## src/rtl/ktrt_pkg.sv

```systemverilog
// ----------------------------------------------------------------------------
// ktrt_pkg
// Types, sizes and codes shared by the k-mer tandem repeat tracker modules.
// ----------------------------------------------------------------------------
package ktrt_pkg;

  localparam int unsigned MAX_K      = 8;
  localparam int unsigned POS_BITS   = 32;
  localparam int unsigned IDX_W      = 2 * MAX_K;
  localparam int unsigned TBL_DEPTH  = 1 << IDX_W;
  localparam int unsigned CNT_W      = 16;
  localparam int unsigned GAP_W      = 32;
  localparam int unsigned K_W        = 4;
  localparam int unsigned MINR_W     = 16;
  localparam int unsigned MAXG_W     = 8;
  localparam int unsigned RUN_W      = 4;
  localparam int unsigned CFG_IDX_W  = 2;
  localparam int unsigned CFG_DATA_W = 16;

  localparam logic [K_W-1:0]    K_MIN          = K_W'(2);
  localparam logic [K_W-1:0]    K_MAX          = K_W'(MAX_K);
  localparam logic [K_W-1:0]    KMER_LEN_RST   = K_W'(4);
  localparam logic [MINR_W-1:0] MIN_REPEAT_RST = MINR_W'(5);
  localparam logic [MAXG_W-1:0] MAX_GAP_RST    = '0;

  typedef enum logic [1:0] {
    REQ_BASE  = 2'd0,
    REQ_DRAIN = 2'd1,
    REQ_NEW   = 2'd2,
    REQ_NONE  = 2'd3
  } req_e;

  typedef enum logic [CFG_IDX_W-1:0] {
    CFG_KMER_LEN    = 2'd0,
    CFG_MIN_REPEATS = 2'd1,
    CFG_MAX_GAP     = 2'd2
  } cfg_idx_e;

  typedef enum logic [1:0] {
    ST_CLEAR,
    ST_IDLE,
    ST_EXEC
  } state_e;

  typedef struct packed {
    logic [1:0]       req_type;
    logic [2:0]       base_code;
    logic [IDX_W-1:0] drain_index;
  } ktrt_req_t;

  typedef struct packed {
    logic [IDX_W-1:0]    kmer_code;
    logic [CNT_W-1:0]    repeat_count;
    logic [POS_BITS-1:0] start_pos;
    logic [POS_BITS-1:0] end_pos;
    logic [GAP_W-1:0]    gap_total;
    logic                from_drain;
  } ktrt_res_t;

  // one table row: the open repeat block of a k-mer
  typedef struct packed {
    logic                valid;
    logic [POS_BITS-1:0] start_pos;
    logic [POS_BITS-1:0] end_pos;
    logic [CNT_W-1:0]    count;
    logic [GAP_W-1:0]    gaps;
  } ktrt_entry_t;

  // context of the transaction whose row is being read
  typedef struct packed {
    logic                is_drain;
    logic [IDX_W-1:0]    idx;
    logic [POS_BITS-1:0] pos;
    logic [K_W-1:0]      k;
  } ktrt_ctx_t;

  typedef struct packed {
    ktrt_entry_t entry;
    logic        emit;
    ktrt_res_t   res;
  } ktrt_upd_t;

endpackage

```

## src/rtl/ktrt_update.sv

```systemverilog
// ----------------------------------------------------------------------------
// ktrt_update
// Modify step: new table row and optional reported block from the row read.
// ----------------------------------------------------------------------------
module ktrt_update
  import ktrt_pkg::*;
(
  input  ktrt_ctx_t         ctx_i,
  input  ktrt_entry_t       entry_i,
  input  logic [MINR_W-1:0] min_repeats_i,
  input  logic [MAXG_W-1:0] max_gap_i,
  output ktrt_upd_t         upd_o
);

  logic [POS_BITS-1:0] delta;
  logic [POS_BITS-1:0] end_new;
  logic [MAXG_W:0]     lim;
  logic                neg;
  logic                near;
  logic                far;
  logic                enough;
  logic [GAP_W:0]      gap_sum;
  ktrt_entry_t         opened;
  ktrt_entry_t         extended;

  always_comb begin
    delta   = ctx_i.pos - entry_i.end_pos;
    end_new = ctx_i.pos + POS_BITS'(ctx_i.k - K_W'(1));
    lim     = {1'b0, max_gap_i} + (MAXG_W + 1)'(1);
    neg     = delta[POS_BITS-1];
    near    = !neg && (delta != '0) && (delta <= POS_BITS'(lim));
    far     = !neg && (delta > POS_BITS'(lim));
    enough  = entry_i.valid && (entry_i.count >= CNT_W'(min_repeats_i));
    gap_sum = {1'b0, entry_i.gaps} + (GAP_W + 1)'(delta - POS_BITS'(1));

    opened.valid     = 1'b1;
    opened.start_pos = ctx_i.pos;
    opened.end_pos   = end_new;
    opened.count     = CNT_W'(1);
    opened.gaps      = '0;

    extended.valid     = 1'b1;
    extended.start_pos = entry_i.start_pos;
    extended.end_pos   = end_new;
    extended.count     = (entry_i.count == '1) ? entry_i.count : entry_i.count + CNT_W'(1);
    extended.gaps      = gap_sum[GAP_W] ? '1 : gap_sum[GAP_W-1:0];

    upd_o.res.kmer_code    = ctx_i.idx;
    upd_o.res.repeat_count = entry_i.count;
    upd_o.res.start_pos    = entry_i.start_pos;
    upd_o.res.end_pos      = entry_i.end_pos;
    upd_o.res.gap_total    = entry_i.gaps;
    upd_o.res.from_drain   = ctx_i.is_drain;

    if (ctx_i.is_drain) begin
      upd_o.entry = '0;
      upd_o.emit  = enough;
    end else if (!entry_i.valid) begin
      upd_o.entry = opened;
      upd_o.emit  = 1'b0;
    end else if (near) begin
      upd_o.entry = extended;
      upd_o.emit  = 1'b0;
    end else if (far) begin
      upd_o.entry = opened;
      upd_o.emit  = enough;
    end else begin
      // overlapping occurrence keeps the row as it is
      upd_o.entry = entry_i;
      upd_o.emit  = 1'b0;
    end
  end

endmodule

```

## config.mk

```make
export PLATFORM = sky130hd
export DESIGN_NAME = ktrt_update
export DESIGN_NICKNAME = d
export VERILOG_FILES = /design/src/rtl/ktrt_pkg.sv /design/src/rtl/ktrt_update.sv
export SDC_FILE = /design/constraint.sdc
export NUM_CORES = 1
export LEC_CHECK = 0
export BUFFER_PORTS_ARGS = -buffer_cell sky130_fd_sc_hd__buf_2
export CAP_MARGIN = 5
export CELL_PAD_IN_SITES_DETAIL_PLACEMENT = 0
export CELL_PAD_IN_SITES_GLOBAL_PLACEMENT = 1
export CORE_MARGIN = 5
export CORE_UTILIZATION = 34
export DETAILED_ROUTE_END_ITERATION = 8
export PLACE_DENSITY_LB_ADDON = 0.1
export REMOVE_ABC_BUFFERS = 1
export SLEW_MARGIN = 20
export SYNTH_ARGS = -nofsm -noshare
export SYNTH_HDL_FRONTEND = slang
export SYNTH_SLANG_ARGS = --single-unit
export TNS_END_PERCENT = 30
```

## constraint.sdc

```tcl
create_clock -name vclk -period 8
set_input_delay 0.8 -clock vclk [all_inputs]
set_output_delay 0.8 -clock vclk [all_outputs]
set_load 0.005 [all_outputs]
```

==> out/qor.yml <==
layout:
  seq_cell_count: 0
  seq_area_um2: 0
  clkbuf_count: 0
  drive_gt1_frac: 0.264
  area_delta_synth_final_pct: 14.4
  fin_cells: 2078
  nNetsFinal: 2041
  antenna_cells: 0
  stdcell_area_um2: 11100
sta:
  finalCriticalPeriod_ps: 6970
  hold_viol_final: 0
  tns_ps: 0
  rsz0062_at_grt: "no"
  relSlewSlack: 0.384
  period_share: 0.872
  setup_violations: 0
  timing.fmax_mhz: 143
  worst_pin_slew_ps: 918
  final-max-slew-violation-count: 0
global_routing:
  grt_use_total: 0.196
  grt_pass1_vias: 10166
  globalRouteOverflowTotal: 0
  grt_max_degree: 39
  grt_pass1_wl_um: 52100
  antenna_found_initial: 1
job:
  maxCapViolations: 0
critical_path:
  crit_path_start_kind: "input port"
  cp-end-kind: "primary output"
  path_max_fanout: 28
  max_stage_delay_ps: 380
  required_ps: 7200
  crit_slowest_cell: "ha_1"
  crit_top_cell: "ha_1"
  critical_path_buf_inv_count: 5
  cp_top_family: "compound AO/OA/AOI/OAI gates"
  path_class: "input port to primary output"
  worstPathCellList: "buf_2 > inv_1 > ha_1 > a211oi_2 > o21ai_2 > a311oi_2 > a21boi_0 > or2_2 > ha_1 > inv_1 > ha_1 > nand4_1 > or3_1 > o22ai_1 > o21ai_0 > o31a_1 > nor3_1 > o221ai_1 > xnor2_2 > buf_4 > nor2_1 > o21ai_0 > buf_2"
  cp.arrival_ps: 6170
clock_network:
  post_cts_buffers: 0
  post_cts_resized: 0
  holdBufCountCts: 0
placed_design:
  place_area_um2: 11100
  io_buffers: 401
  dp.cells: 2078
  gp_congestion: 0.889
  detailed_place_hpwl_um: 29700
power:
  peakVddDrop_mv: 0.0575
  clkPwrFrac: 0
  p_sw_uw: 757
  comb_power_share: 1.000
  p_per_area_nw_per_um2: 118
  switching_share: 0.577
  p_int_uw: 554
  seq_power_share: 0
  leakage_nw: 6.36
floorplan:
  chipWidth_um: 179
  die_area_um2: 32100
  rows: 62
  io_pins: 433
  die_y_um: 179
  start_util: 0.342
  coreArea_um2: 28500
detailed_routing:
  routed_wl_um: 34000
  route.detailed.drc: 0
  drt_iter0_drc: 403
  num_vias: 10604
  routed_via_density: 5.10
  antenna_left: 0
  drtPass1Iterations: 4
  wl_per_cell_um: 16.4
synth:
  synth_area_per_cell_um2: 6.68
  postSynthCellCount: 1457
  yosysWarnings: 0
  yosysSeqAreaShare: 0
  synthesis.area_um2: 9740
  netlist-cell-type-count: 80
status:
  status: "finished, final reports clean"
min_path:
  hold_path.class: "input port to primary output"
[cells in the final DEF, fill, tap and decap left out, drive strengths merged, types with 9 or more instances in the layout]
cell,instances
nand2b,11
xnor2,59
mux2i,61
and2,12
a211oi,23
nand4,17
ha,152
or3,10
nor2,151
o211ai,14
o21ai,88
or2,9
a21o,39
inv,188
nor2b,16
o21bai,10
a31oi,13
a21oi,88
nand3,34
nor3,20
o21a,18
buf,411
nand2,100
and3,15
xor2,25
[path summary, 6_finish.rpt]
path / slack [ps] / depth (start not counted) / start / to
min: 1600 / 0 / ctx_i[42] / upd_o[119]
max: 1030 / 23 / entry_i[53] / upd_o[143]
[power groups by stage]
stage / logic [mW] / registers (mW) / clock network (mW)
2_1_floorplan: 0.920 / 0 / 0
3_3_place_gp: 1.33 / 0 / 0
3_5_place_dp: 1.33 / 0 / 0
4_1_cts: 1.34 / 0 / 0
5_1_grt: 1.50 / 0 / 0
6_report: 1.31 / 0 / 0
[synthesized netlist by cell type (27+ instances only)]
cell type	number	share of area
buf_4	134	0.10
ha_1	152	0.20
inv_1	188	0.072
xnor2_1	58	0.052
clkbuf_1	27	0.010
nor2_1	151	0.058
nand3_1	34	0.017
nand2_1	100	0.039
a21o_1	39	0.030
mux2i_1	61	0.063
a21oi_1	87	0.045
o21ai_0	65	0.033
[metrics by stage]
step / hold WS [ps] / total power [mW] / utilization / worst slack [ps]
2_1_floorplan: 1600 / 0.920 / - / 1060
3_3_place_gp: 1600 / 1.33 / 0.391 / 1080
3_5_place_dp: 1600 / 1.33 / 0.391 / 1040
4_1_cts: 1600 / 1.34 / 0.391 / 1010
5_1_grt: 1600 / 1.50 / 0.391 / 499
6_report: 1600 / 1.31 / 0.391 / 1030
[layer usage]
metal,part of all wire,GRT usage
met3,0.058,0.0173
met2,0.52,0.392
met4,0.0050,0.0105
met5,0,0
met1,0.41,0.234
[logic make-up after synthesis]
logic type | Yosys count | synth area share
adder cells (fa/ha/maj) | 155 | 0.201
multiplexers | 65 | 0.0673
AO/OA/AOI/OAI | 375 | 0.259
XOR/XNOR | 84 | 0.0763
buffers and inverters | 362 | 0.195
AND/OR/NAND/NOR | 416 | 0.201
[final cells by class]
| cell class | count | area [um2] |
|---|---|---|
| Multi-Input combinational cell | 1095 | 7870 |
| Inverter | 188 | 706 |
| Fill cell | 3220 | 17300 |
| Tap cell | 384 | 480 |
| Timing Repair Buffer | 411 | 2080 |
(Power assumes the default switching activity.)
